<file path="src/rtl/core/wpi_pkg.sv">
// shared types, constants and register codes of the windowed peak interpolator
package wpi_pkg;

  localparam int DEFAULT_MAX_SAMPLES = 2048;
  localparam int DEFAULT_QUEUE_DEPTH = 2;

  // widths fixed by the register and field formats
  localparam int CFG_IDX_W  = 3;
  localparam int CFG_DATA_W = 16;
  localparam int IDX_W      = 12;
  localparam int BND_W      = 29;
  localparam int BND_NUM_W  = 29;
  localparam int BND_DEN_W  = 17;
  localparam int DIST_NUM_W = 39;
  localparam int DIV_NUM_W  = 38;
  localparam int DIV_DEN_W  = 20;

  localparam logic [CFG_IDX_W-1:0] CFG_FRAME_START = 3'd0;
  localparam logic [CFG_IDX_W-1:0] CFG_FRAME_END   = 3'd1;
  localparam logic [CFG_IDX_W-1:0] CFG_SAMPLES     = 3'd2;
  localparam logic [CFG_IDX_W-1:0] CFG_SEARCH_FROM = 3'd3;
  localparam logic [CFG_IDX_W-1:0] CFG_SEARCH_TO   = 3'd4;

  localparam logic [15:0] RST_FRAME_START = 16'd0;
  localparam logic [15:0] RST_FRAME_END   = 16'd10000;
  localparam logic [11:0] RST_SAMPLES     = 12'd1535;
  localparam logic [15:0] RST_SEARCH_FROM = 16'd700;
  localparam logic [15:0] RST_SEARCH_TO   = 16'd2000;

  typedef struct packed {
    logic signed [15:0] power_sample;
    logic               last_in_frame;
  } sample_t;

  typedef struct packed {
    logic               found;
    logic signed [11:0] peak_index;
    logic [15:0]        peak_distance_mm;
    logic signed [15:0] peak_power;
  } result_t;

  typedef struct packed {
    logic [15:0] frame_start_mm;
    logic [15:0] frame_end_mm;
    logic [11:0] sample_count;
    logic [15:0] search_from_mm;
    logic [15:0] search_to_mm;
  } cfg_t;

  typedef struct packed {
    logic                    busy;
    logic                    span_ok;
    logic signed [BND_W-1:0] low;
    logic signed [BND_W-1:0] high;
  } bnd_t;

  // one finished frame handed from the front to the back
  typedef struct packed {
    logic               ok;
    logic [IDX_W-1:0]   idx;
    logic signed [15:0] a;
    logic signed [15:0] b;
    logic signed [15:0] c;
  } frame_t;

endpackage

</file>
<file path="src/rtl/core/wpi_div.sv">
// serial restoring divider, one quotient bit per cycle
module wpi_div #(
  parameter int NW = 29,
  parameter int DW = 17
) (
  input  logic          clk,
  input  logic          rst,
  input  logic          start,
  input  logic [NW-1:0] num,
  input  logic [DW-1:0] den,
  output logic          done,
  output logic [NW-1:0] quot
);

  localparam int CNT_W = $clog2(NW + 1);

  logic [CNT_W-1:0] cnt;
  logic [DW-1:0]    rem;
  logic [NW-1:0]    quo;
  logic [DW-1:0]    dvs;
  logic [DW:0]      shifted;
  logic [DW:0]      diff;
  logic             fits;

  assign shifted = {rem, quo[NW-1]};
  assign fits    = shifted >= {1'b0, dvs};
  assign diff    = shifted - {1'b0, dvs};
  assign quot    = quo;

  always_ff @(posedge clk) begin
    if (rst) begin
      cnt  <= '0;
      done <= 1'b0;
    end else begin
      done <= 1'b0;
      if (start) begin
        cnt <= CNT_W'(NW);
      end else if (cnt != '0) begin
        cnt <= cnt - CNT_W'(1);
        if (cnt == CNT_W'(1)) begin
          done <= 1'b1;
        end
      end
    end
  end

  always_ff @(posedge clk) begin
    if (start) begin
      quo <= num;
      rem <= '0;
      dvs <= den;
    end else if (cnt != '0) begin
      quo <= {quo[NW-2:0], fits};
      rem <= fits ? diff[DW-1:0] : shifted[DW-1:0];
    end
  end

endmodule

</file>
<file path="src/rtl/core/wpi_bounds.sv">
// configuration registers and search window bounds in sample indices
module wpi_bounds (
  input  logic                          clk,
  input  logic                          rst,
  input  logic                          cfg_we,
  input  logic [wpi_pkg::CFG_IDX_W-1:0] cfg_index,
  input  logic [wpi_pkg::CFG_DATA_W-1:0] cfg_data,
  output wpi_pkg::cfg_t                 cfg,
  output wpi_pkg::bnd_t                 bnd
);

  localparam logic [1:0] B_IDLE  = 2'd0;
  localparam logic [1:0] B_MUL   = 2'd1;
  localparam logic [1:0] B_START = 2'd2;
  localparam logic [1:0] B_WAIT  = 2'd3;

  localparam int BW = wpi_pkg::BND_W;

  logic [1:0]           state;
  logic                 sel;
  logic [27:0]          prod;
  logic                 neg;
  logic signed [BW-1:0] low;
  logic signed [BW-1:0] high;

  logic [15:0]          d_sel;
  logic signed [16:0]   d_diff;
  logic signed [16:0]   d_negv;
  logic [15:0]          d_mag;
  logic signed [16:0]   e_diff;
  logic signed [16:0]   e_negv;
  logic [15:0]          e_mag;
  logic                 div_start;
  logic                 div_done;
  logic [wpi_pkg::BND_NUM_W-1:0] div_num;
  logic [wpi_pkg::BND_DEN_W-1:0] div_den;
  logic [wpi_pkg::BND_NUM_W-1:0] div_quot;
  logic signed [BW-1:0] q_pos;
  logic signed [BW-1:0] q_val;

  always_ff @(posedge clk) begin
    if (rst) begin
      cfg.frame_start_mm <= wpi_pkg::RST_FRAME_START;
      cfg.frame_end_mm   <= wpi_pkg::RST_FRAME_END;
      cfg.sample_count   <= wpi_pkg::RST_SAMPLES;
      cfg.search_from_mm <= wpi_pkg::RST_SEARCH_FROM;
      cfg.search_to_mm   <= wpi_pkg::RST_SEARCH_TO;
    end else if (cfg_we) begin
      case (cfg_index)
        wpi_pkg::CFG_FRAME_START: cfg.frame_start_mm <= cfg_data;
        wpi_pkg::CFG_FRAME_END:   cfg.frame_end_mm   <= cfg_data;
        wpi_pkg::CFG_SAMPLES:     cfg.sample_count   <= cfg_data[11:0];
        wpi_pkg::CFG_SEARCH_FROM: cfg.search_from_mm <= cfg_data;
        wpi_pkg::CFG_SEARCH_TO:   cfg.search_to_mm   <= cfg_data;
        default: ;
      endcase
    end
  end

  assign d_sel  = sel ? cfg.search_to_mm : cfg.search_from_mm;
  assign d_diff = $signed({1'b0, d_sel}) - $signed({1'b0, cfg.frame_start_mm});
  assign d_negv = -d_diff;
  assign d_mag  = d_diff[16] ? d_negv[15:0] : d_diff[15:0];
  assign e_diff = $signed({1'b0, cfg.frame_end_mm}) - $signed({1'b0, cfg.frame_start_mm});
  assign e_negv = -e_diff;
  assign e_mag  = e_diff[16] ? e_negv[15:0] : e_diff[15:0];

  // round half away from zero: (2|num| + |den|) / (2|den|)
  assign div_start = state == B_START;
  assign div_num   = {prod, 1'b0} + wpi_pkg::BND_NUM_W'(e_mag);
  assign div_den   = {e_mag, 1'b0};
  assign q_pos     = $signed({1'b0, div_quot[27:0]});
  assign q_val     = neg ? -q_pos : q_pos;

  wpi_div #(
    .NW(wpi_pkg::BND_NUM_W),
    .DW(wpi_pkg::BND_DEN_W)
  ) u_div (
    .clk  (clk),
    .rst  (rst),
    .start(div_start),
    .num  (div_num),
    .den  (div_den),
    .done (div_done),
    .quot (div_quot)
  );

  always_ff @(posedge clk) begin
    if (rst) begin
      state <= B_MUL;
      sel   <= 1'b0;
    end else if (cfg_we) begin
      state <= B_MUL;
      sel   <= 1'b0;
    end else begin
      case (state)
        B_MUL:   state <= B_START;
        B_START: state <= B_WAIT;
        B_WAIT: begin
          if (div_done) begin
            sel   <= 1'b1;
            state <= sel ? B_IDLE : B_MUL;
          end
        end
        default: state <= B_IDLE;
      endcase
    end
  end

  always_ff @(posedge clk) begin
    if (state == B_MUL) begin
      prod <= cfg.sample_count * d_mag;
      neg  <= d_diff[16] ^ e_diff[16];
    end
    if (state == B_WAIT && div_done) begin
      if (sel) begin
        high <= q_val;
      end else begin
        low <= q_val;
      end
    end
  end

  assign bnd.busy    = state != B_IDLE;
  assign bnd.span_ok = cfg.frame_start_mm != cfg.frame_end_mm;
  assign bnd.low     = low;
  assign bnd.high    = high;

endmodule

</file>
<file path="src/rtl/core/wpi_front.sv">
// per-sample peak tracking over one frame
module wpi_front #(
  parameter int MAX_SAMPLES = wpi_pkg::DEFAULT_MAX_SAMPLES
) (
  input  logic             clk,
  input  logic             rst,
  input  logic             accept,
  input  wpi_pkg::sample_t sample,
  input  wpi_pkg::cfg_t    cfg,
  input  wpi_pkg::bnd_t    bnd,
  output logic             rec_write,
  output wpi_pkg::frame_t  rec
);

  localparam int POS_W = $clog2(MAX_SAMPLES + 1);
  localparam int BP_W  = $clog2(MAX_SAMPLES);
  localparam int BW    = wpi_pkg::BND_W;

  logic [POS_W-1:0]     sample_position;
  logic signed [15:0]   best_power;
  logic [BP_W-1:0]      best_position;
  logic signed [15:0]   before_best;
  logic signed [15:0]   after_best;
  logic signed [15:0]   previous_sample;
  logic                 awaiting_after;

  logic signed [15:0]   best_power_next;
  logic [BP_W-1:0]      best_position_next;
  logic signed [15:0]   before_best_next;
  logic signed [15:0]   after_best_next;
  logic                 awaiting_after_next;

  logic signed [15:0]   x;
  logic                 in_range;
  logic signed [BW-1:0] pos_s;
  logic signed [BW-1:0] bpos_s;
  logic signed [BW-1:0] n_m1;
  logic signed [BW-1:0] max_s;
  logic                 found_pre;

  assign x        = sample.power_sample;
  assign in_range = sample_position < POS_W'(MAX_SAMPLES);
  assign pos_s    = $signed(BW'(sample_position));
  assign n_m1     = $signed(BW'(cfg.sample_count)) - $signed(BW'(1));
  assign max_s    = $signed(BW'(MAX_SAMPLES));

  always_comb begin
    best_power_next     = best_power;
    best_position_next  = best_position;
    before_best_next    = before_best;
    after_best_next     = after_best;
    awaiting_after_next = awaiting_after;
    if (in_range) begin
      if (awaiting_after &&
          sample_position == POS_W'(best_position) + POS_W'(1)) begin
        after_best_next     = x;
        awaiting_after_next = 1'b0;
      end
      if (bnd.span_ok && pos_s == bnd.low) begin
        best_power_next     = x;
        best_position_next  = sample_position[BP_W-1:0];
        before_best_next    = previous_sample;
        awaiting_after_next = 1'b0;
      end else if (bnd.span_ok && pos_s > bnd.low && pos_s <= bnd.high &&
                   x > best_power) begin
        best_power_next     = x;
        best_position_next  = sample_position[BP_W-1:0];
        before_best_next    = previous_sample;
        awaiting_after_next = 1'b1;
      end
    end
  end

  assign bpos_s    = $signed(BW'(best_position_next));
  assign found_pre = bnd.span_ok && bnd.low > $signed(BW'(0)) && bnd.high < n_m1 &&
                     bnd.high < max_s && pos_s >= bnd.high && !awaiting_after_next &&
                     bpos_s > bnd.low && bpos_s < bnd.high &&
                     best_power_next > before_best_next &&
                     best_power_next > after_best_next;

  assign rec_write = accept && sample.last_in_frame;
  assign rec.ok    = found_pre;
  assign rec.idx   = wpi_pkg::IDX_W'(best_position_next);
  assign rec.a     = before_best_next;
  assign rec.b     = best_power_next;
  assign rec.c     = after_best_next;

  always_ff @(posedge clk) begin
    if (rst) begin
      sample_position <= '0;
      best_power      <= '0;
      best_position   <= '0;
      before_best     <= '0;
      after_best      <= '0;
      previous_sample <= '0;
      awaiting_after  <= 1'b0;
    end else if (accept) begin
      if (sample.last_in_frame) begin
        sample_position <= '0;
        best_power      <= '0;
        best_position   <= '0;
        before_best     <= '0;
        after_best      <= '0;
        previous_sample <= '0;
        awaiting_after  <= 1'b0;
      end else begin
        if (in_range) begin
          sample_position <= sample_position + POS_W'(1);
        end
        best_power      <= best_power_next;
        best_position   <= best_position_next;
        before_best     <= before_best_next;
        after_best      <= after_best_next;
        previous_sample <= x;
        awaiting_after  <= awaiting_after_next;
      end
    end
  end

endmodule

</file>
<file path="src/rtl/core/wpi_queue.sv">
// short frame queue between tracking and interpolation
module wpi_queue #(
  parameter int DEPTH = wpi_pkg::DEFAULT_QUEUE_DEPTH
) (
  input  logic            clk,
  input  logic            rst,
  input  logic            write,
  input  wpi_pkg::frame_t wdata,
  output logic            full,
  input  logic            read,
  output wpi_pkg::frame_t rdata,
  output logic            empty
);

  localparam int PTR_W = $clog2(DEPTH);
  localparam int CNT_W = $clog2(DEPTH + 1);

  wpi_pkg::frame_t  slots [DEPTH];
  logic [PTR_W-1:0] wr_ptr;
  logic [PTR_W-1:0] rd_ptr;
  logic [CNT_W-1:0] count;
  logic             do_wr;
  logic             do_rd;

  assign full  = count == CNT_W'(DEPTH);
  assign empty = count == '0;
  assign do_wr = write && !full;
  assign do_rd = read && !empty;
  assign rdata = slots[rd_ptr];

  always_ff @(posedge clk) begin
    if (rst) begin
      wr_ptr <= '0;
      rd_ptr <= '0;
      count  <= '0;
    end else begin
      if (do_wr) begin
        wr_ptr <= (wr_ptr == PTR_W'(DEPTH - 1)) ? '0 : wr_ptr + PTR_W'(1);
      end
      if (do_rd) begin
        rd_ptr <= (rd_ptr == PTR_W'(DEPTH - 1)) ? '0 : rd_ptr + PTR_W'(1);
      end
      if (do_wr && !do_rd) begin
        count <= count + CNT_W'(1);
      end else if (do_rd && !do_wr) begin
        count <= count - CNT_W'(1);
      end
    end
  end

  always_ff @(posedge clk) begin
    if (do_wr) begin
      slots[wr_ptr] <= wdata;
    end
  end

endmodule

</file>
<file path="src/rtl/core/wpi_back.sv">
// parabolic interpolation of one frame and the result register
module wpi_back (
  input  logic             clk,
  input  logic             rst,
  input  wpi_pkg::cfg_t    cfg,
  input  logic             rec_empty,
  input  wpi_pkg::frame_t  rec,
  output logic             rec_read,
  input  logic             pop,
  output logic             empty,
  output wpi_pkg::result_t result
);

  localparam logic [2:0] S_IDLE  = 3'd0;
  localparam logic [2:0] S_PREP  = 3'd1;
  localparam logic [2:0] S_DELTA = 3'd2;
  localparam logic [2:0] S_MUL   = 3'd3;
  localparam logic [2:0] S_SUM   = 3'd4;
  localparam logic [2:0] S_DIST  = 3'd5;
  localparam logic [2:0] S_DWAIT = 3'd6;
  localparam logic [2:0] S_OUT   = 3'd7;

  localparam int NUM_W = wpi_pkg::DIST_NUM_W;
  localparam int DNW   = wpi_pkg::DIV_NUM_W;
  localparam int DDW   = wpi_pkg::DIV_DEN_W;

  logic [2:0]                 state;
  logic signed [15:0]         a;
  logic signed [15:0]         b;
  logic signed [15:0]         c;
  logic [wpi_pkg::IDX_W-1:0]  idx;
  logic signed [15:0]         power;
  logic [27:0]                sn;
  logic signed [20:0]         posq;
  logic signed [NUM_W-2:0]    prod;
  logic signed [NUM_W-1:0]    num;
  wpi_pkg::result_t           pend;
  logic                       out_valid;

  logic signed [16:0]         diff_ac;
  logic signed [16:0]         diff_negv;
  logic [15:0]                ac_mag;
  logic                       delta_neg;
  logic signed [18:0]         curv;
  logic signed [18:0]         psum;
  logic signed [18:0]         padj;
  logic signed [18:0]         pw;
  logic signed [16:0]         es;
  logic signed [8:0]          dq;
  logic signed [8:0]          delta;
  logic                       div_start;
  logic                       div_done;
  logic [DNW-1:0]             div_num;
  logic [DDW-1:0]             div_den;
  logic [DNW-1:0]             div_quot;
  logic [15:0]                dist_sat;
  logic                       out_free;

  assign diff_ac   = 17'(a) - 17'(c);
  assign diff_negv = -diff_ac;
  assign ac_mag    = diff_ac[16] ? diff_negv[15:0] : diff_ac[15:0];
  assign delta_neg = !diff_ac[16] && diff_ac != 17'sd0;
  assign curv      = 19'(b) + 19'(b) - 19'(a) - 19'(c);
  assign psum      = 19'(a) + 19'(b) + 19'(b) + 19'(c);
  assign padj      = psum[18] ? psum + 19'sd3 : psum;
  assign pw        = padj >>> 2;
  assign es        = $signed({1'b0, cfg.frame_end_mm}) - $signed({1'b0, cfg.frame_start_mm});
  assign dq        = $signed({1'b0, div_quot[7:0]});
  assign delta     = delta_neg ? -dq : dq;
  assign dist_sat  = (|div_quot[DNW-1:16]) ? 16'hFFFF : div_quot[15:0];

  assign div_start = (state == S_PREP) || (state == S_DIST && !num[NUM_W-1]);
  assign div_num   = (state == S_PREP) ? DNW'({ac_mag, 7'b0}) : num[DNW-1:0];
  assign div_den   = (state == S_PREP) ? DDW'(curv[17:0]) : {cfg.sample_count, 8'b0};

  wpi_div #(
    .NW(DNW),
    .DW(DDW)
  ) u_div (
    .clk  (clk),
    .rst  (rst),
    .start(div_start),
    .num  (div_num),
    .den  (div_den),
    .done (div_done),
    .quot (div_quot)
  );

  assign rec_read = state == S_IDLE && !rec_empty;
  assign out_free = !out_valid || pop;
  assign empty    = !out_valid;

  always_ff @(posedge clk) begin
    if (rst) begin
      state     <= S_IDLE;
      out_valid <= 1'b0;
    end else begin
      if (state == S_OUT && out_free) begin
        out_valid <= 1'b1;
      end else if (pop) begin
        out_valid <= 1'b0;
      end
      case (state)
        S_IDLE: begin
          if (!rec_empty) begin
            state <= rec.ok ? S_PREP : S_OUT;
          end
        end
        S_PREP:  state <= S_DELTA;
        S_DELTA: begin
          if (div_done) begin
            state <= S_MUL;
          end
        end
        S_MUL:   state <= S_SUM;
        S_SUM:   state <= S_DIST;
        S_DIST:  state <= num[NUM_W-1] ? S_OUT : S_DWAIT;
        S_DWAIT: begin
          if (div_done) begin
            state <= S_OUT;
          end
        end
        S_OUT: begin
          if (out_free) begin
            state <= S_IDLE;
          end
        end
        default: state <= S_IDLE;
      endcase
    end
  end

  always_ff @(posedge clk) begin
    case (state)
      S_IDLE: begin
        a   <= rec.a;
        b   <= rec.b;
        c   <= rec.c;
        idx <= rec.idx;
        pend.found            <= 1'b0;
        pend.peak_index       <= -12'sd1;
        pend.peak_distance_mm <= '0;
        pend.peak_power       <= '0;
      end
      S_PREP: begin
        power <= pw[15:0];
        sn    <= cfg.frame_start_mm * cfg.sample_count;
      end
      S_DELTA: begin
        posq <= $signed({1'b0, idx, 8'b0}) + 21'(delta);
      end
      S_MUL: begin
        prod <= (NUM_W-1)'(posq) * (NUM_W-1)'(es);
      end
      S_SUM: begin
        num <= $signed({3'b0, sn, 8'b0}) + NUM_W'(prod);
      end
      S_DIST: begin
        pend.found            <= 1'b1;
        pend.peak_index       <= $signed(idx);
        pend.peak_distance_mm <= '0;
        pend.peak_power       <= power;
      end
      S_DWAIT: begin
        if (div_done) begin
          pend.peak_distance_mm <= dist_sat;
        end
      end
      S_OUT: begin
        if (out_free) begin
          result <= pend;
        end
      end
      default: ;
    endcase
  end

endmodule

</file>
<file path="src/rtl/core/windowed_peak_interpolator.sv">
// top level of the windowed peak interpolator
//
// sample channel: an item is one power sample (signed q8.8 db) and a last flag;
// it is taken on a clock edge with push high and full low, one per cycle.
// result channel: one item per frame, on the sample marked last; it is shown
// while empty is low and leaves on a clock edge with pop high.
// configuration: cfg_we, cfg_index and cfg_data write one register per cycle.
// after reset and after every configuration write the window bounds are
// recomputed by a serial divider while full stays high.
// tracking handles each sample as it is taken. a finished frame goes into a
// two-entry queue; the back end runs two serial divisions on a frame with a
// peak (interpolation offset and, unless its numerator is negative, distance)
// and none on a frame without.
// a stalled receiver holds the result register; the back end then waits, the
// queue fills and full stays high while it holds two frames.
// reset is synchronous; it clears the tracking state, the queue and the result
// valid flag and loads the configuration registers with their defaults.
module windowed_peak_interpolator #(
  parameter int MAX_SAMPLES = wpi_pkg::DEFAULT_MAX_SAMPLES,
  parameter int QUEUE_DEPTH = wpi_pkg::DEFAULT_QUEUE_DEPTH
) (
  input  logic                           clk,
  input  logic                           rst,
  input  logic                           push,
  output logic                           full,
  input  wpi_pkg::sample_t               sample,
  output logic                           empty,
  input  logic                           pop,
  output wpi_pkg::result_t               result,
  input  logic                           cfg_we,
  input  logic [wpi_pkg::CFG_IDX_W-1:0]  cfg_index,
  input  logic [wpi_pkg::CFG_DATA_W-1:0] cfg_data
);

  wpi_pkg::cfg_t   cfg;
  wpi_pkg::bnd_t   bnd;
  wpi_pkg::frame_t rec_in;
  wpi_pkg::frame_t rec_out;
  logic            accept;
  logic            rec_write;
  logic            rec_read;
  logic            q_full;
  logic            q_empty;

  assign full   = bnd.busy || q_full;
  assign accept = push && !full;

  wpi_bounds u_bounds (
    .clk      (clk),
    .rst      (rst),
    .cfg_we   (cfg_we),
    .cfg_index(cfg_index),
    .cfg_data (cfg_data),
    .cfg      (cfg),
    .bnd      (bnd)
  );

  wpi_front #(
    .MAX_SAMPLES(MAX_SAMPLES)
  ) u_front (
    .clk      (clk),
    .rst      (rst),
    .accept   (accept),
    .sample   (sample),
    .cfg      (cfg),
    .bnd      (bnd),
    .rec_write(rec_write),
    .rec      (rec_in)
  );

  wpi_queue #(
    .DEPTH(QUEUE_DEPTH)
  ) u_queue (
    .clk  (clk),
    .rst  (rst),
    .write(rec_write),
    .wdata(rec_in),
    .full (q_full),
    .read (rec_read),
    .rdata(rec_out),
    .empty(q_empty)
  );

  wpi_back u_back (
    .clk      (clk),
    .rst      (rst),
    .cfg      (cfg),
    .rec_empty(q_empty),
    .rec      (rec_out),
    .rec_read (rec_read),
    .pop      (pop),
    .empty    (empty),
    .result   (result)
  );

  a_cfg_stalls: assert property (@(posedge clk) disable iff (rst)
    cfg_we |=> full)
    else $error("input not stalled after a register write");

  a_not_found_fields: assert property (@(posedge clk) disable iff (rst)
    !empty && !result.found |-> result.peak_index == -12'sd1 &&
      result.peak_distance_mm == 16'd0 && result.peak_power == 16'sd0)
    else $error("not-found item carries non-default fields");

  a_empty_after_pop: assert property (@(posedge clk) disable iff (rst)
    $rose(empty) |-> $past(pop))
    else $error("result item dropped without a pop");

endmodule

</file>
<file path="config.mk">
export PLATFORM = sky130hd
export DESIGN_NAME = windowed_peak_interpolator
export DESIGN_NICKNAME = d
export VERILOG_FILES = /design/src/rtl/core/wpi_pkg.sv /design/src/rtl/core/wpi_div.sv /design/src/rtl/core/wpi_bounds.sv /design/src/rtl/core/wpi_front.sv /design/src/rtl/core/wpi_queue.sv /design/src/rtl/core/wpi_back.sv /design/src/rtl/core/windowed_peak_interpolator.sv
export SDC_FILE = /design/constraint.sdc
export NUM_CORES = 2
export LEC_CHECK = 0
export BUFFER_PORTS_ARGS = -buffer_cell sky130_fd_sc_hd__buf_2
export CORE_ASPECT_RATIO = 1.2
export CORE_MARGIN = 2
export CORE_UTILIZATION = 55
export CTS_CLUSTER_DIAMETER = 60
export DETAILED_ROUTE_END_ITERATION = 10
export PLACE_DENSITY_LB_ADDON = 0.12
export SLEW_MARGIN = 20
export SYNTH_ARGS = -nofsm -noshare
export SYNTH_HDL_FRONTEND = slang
export SYNTH_HIERARCHICAL = 1
export SYNTH_SLANG_ARGS = --single-unit
</file>
<file path="constraint.sdc">
create_clock -name clk -period 7.5 [get_ports clk]
set_input_delay 1.5 -clock clk [delete_from_list [all_inputs] [get_ports clk]]
set_output_delay 1.5 -clock clk [all_outputs]
set_load 0.01 [all_outputs]
</file>
Yosys cells after proc, flatten, opt, wreduce, memory -nomap -nowiden
Memories as Yosys holds them, arrays and structs flattened. A register that Yosys moved wholly into a read port is not among the register bits.
Cells that the tools add are included.
{"block": "word_totals", "romBits": 0, "wordCells": 269, "output_inout_bits": 47, "inputBits": 41, "regBits": 707, "latchBits": 0, "ram_bits": 120, "memories": 1}
{"name": "u_queue.slots", "words": 2, "width": 60, "rd": 1, "rd_clocked_by_memory_dff": 1, "write_ports": 1, "line_no": "wpi_queue.sv:18", "text": "wpi_pkg::frame_t slots [DEPTH];"}
{"block": "op_classes", "muxes": 69, "n_mul": 3, "magnitude_cmp": 14, "shifts": 0, "addsub": 29, "eq_ne": 25, "n_reduce_logical": 70, "div": 0, "n_bitwise": 4}
{"operator": "$mux W16", "count": 18}
{"operator": "$mux W38", "count": 3}
{"operator": "$mux W29", "count": 3}
{"operator": "$pmux W16 S2", "count": 2}
{"operator": "$sub A16 B16 Y17", "count": 3}
{"operator": "$gt A16 B16 Y1", "count": 3}
{"operator": "$neg A16 Y16", "count": 3}
{"operator": "$mux W11", "count": 4}
{"operator": "$add A37 B38 Y39", "count": 1}
{"operator": "$mul A21 B17 Y38", "count": 1}
{"operator": "$mux W18", "count": 2}
{"operator": "$add A16 B16 Y17", "count": 2}
{"operator": "$add A29 B16 Y29", "count": 1}
{"operator": "$eq A13 B29 Y1", "count": 1}
{"operator": "$ge A13 B29 Y1", "count": 1}
{"operator": "$gt A12 B29 Y1", "count": 1}
{"operator": "$gt A13 B29 Y1", "count": 1}
{"operator": "$gt A29 B1 Y1 const B", "count": 1}
{"operator": "$le A13 B29 Y1", "count": 1}
{"operator": "$lt A12 B29 Y1", "count": 1}
{"operator": "$lt A29 B13 Y1 const B", "count": 1}
{"operator": "$lt A29 B29 Y1", "count": 1}
{"operator": "$neg A28 Y29", "count": 1}
{"operator": "$mul A12 B16 Y28", "count": 1}
{"operator": "other kinds (60)", "count": 157}

Logic depth before layout (Yosys ltp)
{"block": "depth", "word_depth": 13, "ltp_mapped": 36, "ltp_nobuf": 35}

Modules after synthesis
The synthesis kept the hierarchy.
{"mod": "wpi_back", "cells_per_inst": 3508, "area_each_um2": 35220.0, "n_inst": 1}
{"mod": "wpi_bounds", "cells_per_inst": 1715, "area_each_um2": 15513.6, "n_inst": 1}
{"mod": "wpi_front", "cells_per_inst": 1041, "area_each_um2": 8001.4, "n_inst": 1}
{"mod": "wpi_div at u_back.u_div", "cells_per_inst": 436, "area_each_um2": 4610.7, "n_inst": 1}
{"mod": "wpi_queue", "cells_per_inst": 215, "area_each_um2": 4603.2, "n_inst": 1}
{"mod": "wpi_div at u_bounds.u_div", "cells_per_inst": 340, "area_each_um2": 3782.4, "n_inst": 1}
{"mod": "windowed_peak_interpolator", "cells_per_inst": 2, "area_each_um2": 13.8, "n_inst": 1}

Worst setup path after synthesis
OpenSTA, ideal clock, no wires.
{"block": "synth_timing", "path_type": "reg2reg", "startpoint": "register u_bounds/cfg[62] (netlist name)", "endpoint": "register u_back.prod[36] (data pin)", "setup_time_ns": 0.258, "required_time_ns": 7.242, "period_less_slack_ns": 8.255, "t_arrival_ns": 7.997, "path_slack_ns": -0.755, "path_stages_with_launch": 36, "path_cell_list": "dfxtp_1 clkbuf_1 inv_1 ha_1 nor2b_1 o21ai_0 a21boi_0 o21ai_0 a21boi_0 o21a_1 a21oi_1 xnor2_1 clkbuf_1 nand2_1 fa_1 inv_1 fa_1 inv_1 fa_1 inv_1 fa_1 inv_1 fa_1 inv_1 fa_1 ha_1 a211oi_1 a221o_1 a21boi_0 o31ai_1 a31oi_1 a211oi_1 a21oi_1 a21o_1 a21oi_1 xnor2_1"}
{"block": "synth_between", "elab_chain_cells": 2}
{"item": "$sub A16 B16 Y17", "line_no": "wpi_back.sv:67", "text": "assign es = $signed({1'b0, cfg.frame_end_mm}) - $signed({1'b0, cfg.frame_start_mm});"}
{"item": "$mul A21 B17 Y38", "line_no": "wpi_back.sv:153", "text": "prod <= (NUM_W-1)'(posq) * (NUM_W-1)'(es);"}
{"item": "end signal, assigned", "line_no": "wpi_back.sv:153"}
{"item": "end, declared", "line_no": "wpi_back.sv:35", "text": "logic signed [NUM_W-2:0] prod;"}
Every way passes these cells.
A chain may end at the register's enable or synchronous reset.

Final worst setup path
{"block": "layout_timing", "startpoint": "register u_bounds.sel", "endpoint": "register u_bounds.prod[22] (data pin)"}
{"block": "layout_between", "elab_chain_cells": 5}
{"item": "start, declared", "line_no": "wpi_bounds.sv:20", "text": "logic sel;"}
{"item": "start signal, assigned", "line_no": "wpi_bounds.sv:91", "text": "sel <= 1'b0;"}
{"item": "start signal, assigned", "line_no": "wpi_bounds.sv:94", "text": "sel <= 1'b0;"}
{"item": "start signal, assigned", "line_no": "wpi_bounds.sv:101", "text": "sel <= 1'b1;"}
{"item": "$mux W16 (*)", "line_no": "wpi_bounds.sv:60", "text": "assign d_sel = sel ? cfg.search_to_mm : cfg.search_from_mm;"}
{"item": "$sub A16 B16 Y17 (*)", "line_no": "wpi_bounds.sv:61", "text": "assign d_diff = $signed({1'b0, d_sel}) - $signed({1'b0, cfg.frame_start_mm});"}
{"item": "$neg A16 Y16", "line_no": "wpi_bounds.sv:62", "text": "assign d_negv = -d_diff;"}
{"item": "$mux W16 (*)", "line_no": "wpi_bounds.sv:63", "text": "assign d_mag = d_diff[16] ? d_negv[15:0] : d_diff[15:0];"}
{"item": "$mul A12 B16 Y28 (*)", "line_no": "wpi_bounds.sv:112", "text": "prod <= cfg.sample_count * d_mag;"}
{"item": "end signal, assigned", "line_no": "wpi_bounds.sv:112"}
{"item": "end, declared", "line_no": "wpi_bounds.sv:21", "text": "logic [27:0] prod;"}
Mark *: on every way between the ends. The rest lies on a longest branch, timed or not.

==> flow_metrics.env <==
export IMPL_status="finished with violations"
export IMPL_violations="negative setup slack"
export IMPL_wire_per_inst_um=20.01
export IMPL_port_buffers=87
export IMPL_crit_arrival_ps=8370
export IMPL_grt_pass1_wl_um=297100
export IMPL_vias=53670
export IMPL_synth_edf_count=605
export IMPL_vias_per_cell=5.680
export IMPL_ys_seq_area_frac=0.3163
export IMPL_routabilityCongestion=0.9461
export IMPL_fin_crit_sh=1.065
export IMPL_synth_top_area_frac=0.2532
export IMPL_crit_type="register to register"
export IMPL_grt_use_met1=0.3478
export IMPL_cts_buffers=93
export IMPL_initial_core_util=0.5523
export IMPL_syn_nets=8547
export IMPL_cpMostUsedCell="fa_1"
export IMPL_skew_ps=33.38
export IMPL_rsz0062_at_grt="true"
export IMPL_coreArea_sq_um=129900
export IMPL_synth_cells=7257
export IMPL_setup_violations=26
export IMPL_synth_top_cell_by_area="edfxtp_1"
export IMPL_ys_top_cells_by_area="edfxtp_1 25%, fa_1 19%, ha_1 10%"
export IMPL_yosysWarnings=6
export IMPL_cp_slowest_cell="fa_1"
export IMPL_grt_use_total=0.2836
export IMPL_gr_usage_met3=0.03029
export IMPL_antenna_left=0
export IMPL_cts_tree="done"
export IMPL_hold_viol=0
export IMPL_routed_wl_um=189000
export IMPL_fin_ws_ps=-484.2
export IMPL_dominantRegCellSynth="edfxtp_1"
export IMPL_dieArea_sq_um=133400
export IMPL_grt_overflow=0
export IMPL_relSlewSlack=0.2947
export IMPL_pin_count=88
export IMPL_grt_pass1_vias=54980
export IMPL_async_flop_share=0
export IMPL_drc=0
export IMPL_grt_busiest_layer="met2"
export IMPL_netlist_area_sq_um=71750
export IMPL_final_net_count=8967
export IMPL_fillers=10770
export IMPL_synth_seq_cells=831
export IMPL_critPathLaunchType="register"
export IMPL_maxSlewViolCount=0
export IMPL_fin_cells=9448
export IMPL_clk_latency_ps=680
export IMPL_gr_usage_met2=0.5111
export IMPL_drt_iter0_markers=3295
export IMPL_max_freq_mhz=125.2
export IMPL_clk_pin_slew_worst_paths_ps=60
export IMPL_die_h_um=399.6
export IMPL_htree_levels=3
export IMPL_period_needed_ps=7984
export IMPL_place_inst=9198
export IMPL_clock_path_buffers=3
export IMPL_die_w_um=333.7
export IMPL_end_kind="register"
export IMPL_layout_drive_gt1_share=0.1707
export IMPL_cp_data_required_time_ps=7890
export IMPL_cts_root_buf="clkbuf_16"
export IMPL_grt_start_max_net_pins=64
export IMPL_hpwl_um=148000
export IMPL_syn_to_final_growth_pct=14.97
export IMPL_fp_row_count=145
export IMPL_cp_max_fo=4
export IMPL_synth_most_common_cell="inv_1"
export IMPL_netlist_top_cells_count="1,005 x inv_1, 861 x nand2_1, 678 x fa_1, 605 x edfxtp_1, 571 x ha_1"
export IMPL_clock_sinks=831
export IMPL_antenna_found_initial=8
export IMPL_syn_area_per_cell_sq_um=9.886
export IMPL_synth_cell_type_count=105
export IMPL_hold_class="register to register"
export IMPL_max_cap_viol_count=0
export IMPL_dr_pass1_iters=7
export IMPL_worst_slew_pin_slew_ps=1056
export IMPL_critPathMaxStageDelay_ps=560
## placed cells by master (no fill, tap or decap), types with 44 or more instances in the layout
cell | Yosys | routed
nand3_1 | 126 | 122
nand2_1 | 861 | 830
buf_2 | 25 | 87
o21a_1 | 51 | 51
a21o_1 | 104 | 103
o21ai_0 | 247 | 220
nand2b_1 | 49 | 45
edfxtp_1 | 605 | 605
a211oi_1 | 49 | 44
nor3_1 | 78 | 73
inv_1 | 1005 | 965
and2_1 | 235 | 226
nand4_1 | 59 | 59
buf_6 | 11 | 47
xor2_1 | 107 | 100
ha_1 | 571 | 534
or3_1 | 44 | 44
fa_1 | 678 | 650
and3_1 | 56 | 54
buf_4 | 7 | 458
nor2_1 | 316 | 294
a21oi_1 | 381 | 342
mux2_2 | 172 | 171
dfxtp_1 | 226 | 220
nor2b_1 | 135 | 130
xnor2_1 | 239 | 222
clkbuf_16 | 0 | 94
## cell families after synthesis
group,Yosys count,share of synthesized area
compound gates,1181,0.1054
xor+xnor,346,0.04224
simple gates,2164,0.1481
fa+ha+maj,1249,0.2888
mux,189,0.02939
other cells,2,0.0001047
buf+inv,1295,0.06972
flops,831,0.3163
## worst paths after layout
kind / startpoint / endpoint / slack, ps / cells after the start
hold reg to reg: u_back/pend[3] / u_back/result[3] / 420 / 0
setup / recovery: u_bounds/sel / u_bounds/prod[22] / -480 / 32
hold / removal: u_back/pend[3] / u_back/result[3] / 420 / 0
setup reg to reg: u_bounds/sel / u_bounds/prod[22] / -480 / 32
## worst max-delay path, delay by kind of cell (launching register included)
kind / cells / cell delay [ps]
adders and majority gates: 8 / 3220
DFF: 1 / 360
AOI/OAI and AO/OA: 8 / 1540
muxes: 1 / 210
buffers and inverters: 8 / 740
and+or+nand+nor: 4 / 1130
xor gates and xnor gates: 3 / 510
## cell type report
class                   instances  area (sq um)  area share
clock buffers                 109          2489     0.03017
clock inverters                66         715.7    0.008676
well taps                    1690          2115     0.02563
multi-input cells            5131         45850      0.5559
repair buffers                613          4831     0.05857
diodes                          1         2.502  0.00003034
inverters                    1007          3781     0.04584
flip-flops and latches        831         22700      0.2752
## state kept, by name (all words and copies together), names as in the netlist, 17 cells and up, named ones only
| register | count |
|---|---|
| u_queue/slots | 122 |
| u_bounds/cfg | 76 |
| u_back/pend | 45 |
| u_back/result | 45 |
| u_back/num | 39 |
| u_back/prod | 38 |
| u_back/u_div/quot | 38 |
| u_bounds/high | 29 |
| u_bounds/low | 29 |
| u_bounds/u_div/quot | 29 |
| u_back/sn | 28 |
| u_bounds/prod | 28 |
| u_back/posq | 21 |
| u_back/u_div/dvs | 20 |
| u_back/u_div/rem | 20 |
| u_bounds/u_div/dvs | 17 |
| u_bounds/u_div/rem | 17 |
## metrics by stage
step / hold slack [ps] / util / TNS (ps) / instance area [sq um] / worst slack [ps]
5_1_grt: 419.1 / 0.6350 / -13080 / 82480 / -744.0
2_1_floorplan: 400.3 / - / -705.4 / 72080 / -192.7
4_1_cts: 419.3 / 0.6285 / -5906 / 81640 / -411.8
3_3_place_gp: 401.4 / 0.5926 / -14820 / 76980 / -736.6
6_report: 418.7 / 0.6350 / -6152 / 82490 / -484.2
3_5_place_dp: 404.5 / 0.5926 / -17840 / 76980 / -833.0
## timing repair
item / 4_1_cts / 5_1_grt
setup endpoints to repair: 41 / 40
setup buffers: 62 / 28
pin swaps: 168 / 178
cloned: 4 / 0
hold buffers: 0 / 0
gates resized for setup: 211 / 174
## routing by layer
| layer | up-vias | share of wire |
|---|---|---|
| li1 | 25270 | - |
| met1 | 26710 | 0.40 |
| met2 | 1300 | 0.51 |
| met3 | 376 | 0.041 |
| met4 | 8 | 0.044 |
| met5 | - | 0.00026 |
Power is not shown: default switching activity piles up to over one toggle a cycle in this logic, so the estimate is an artifact.
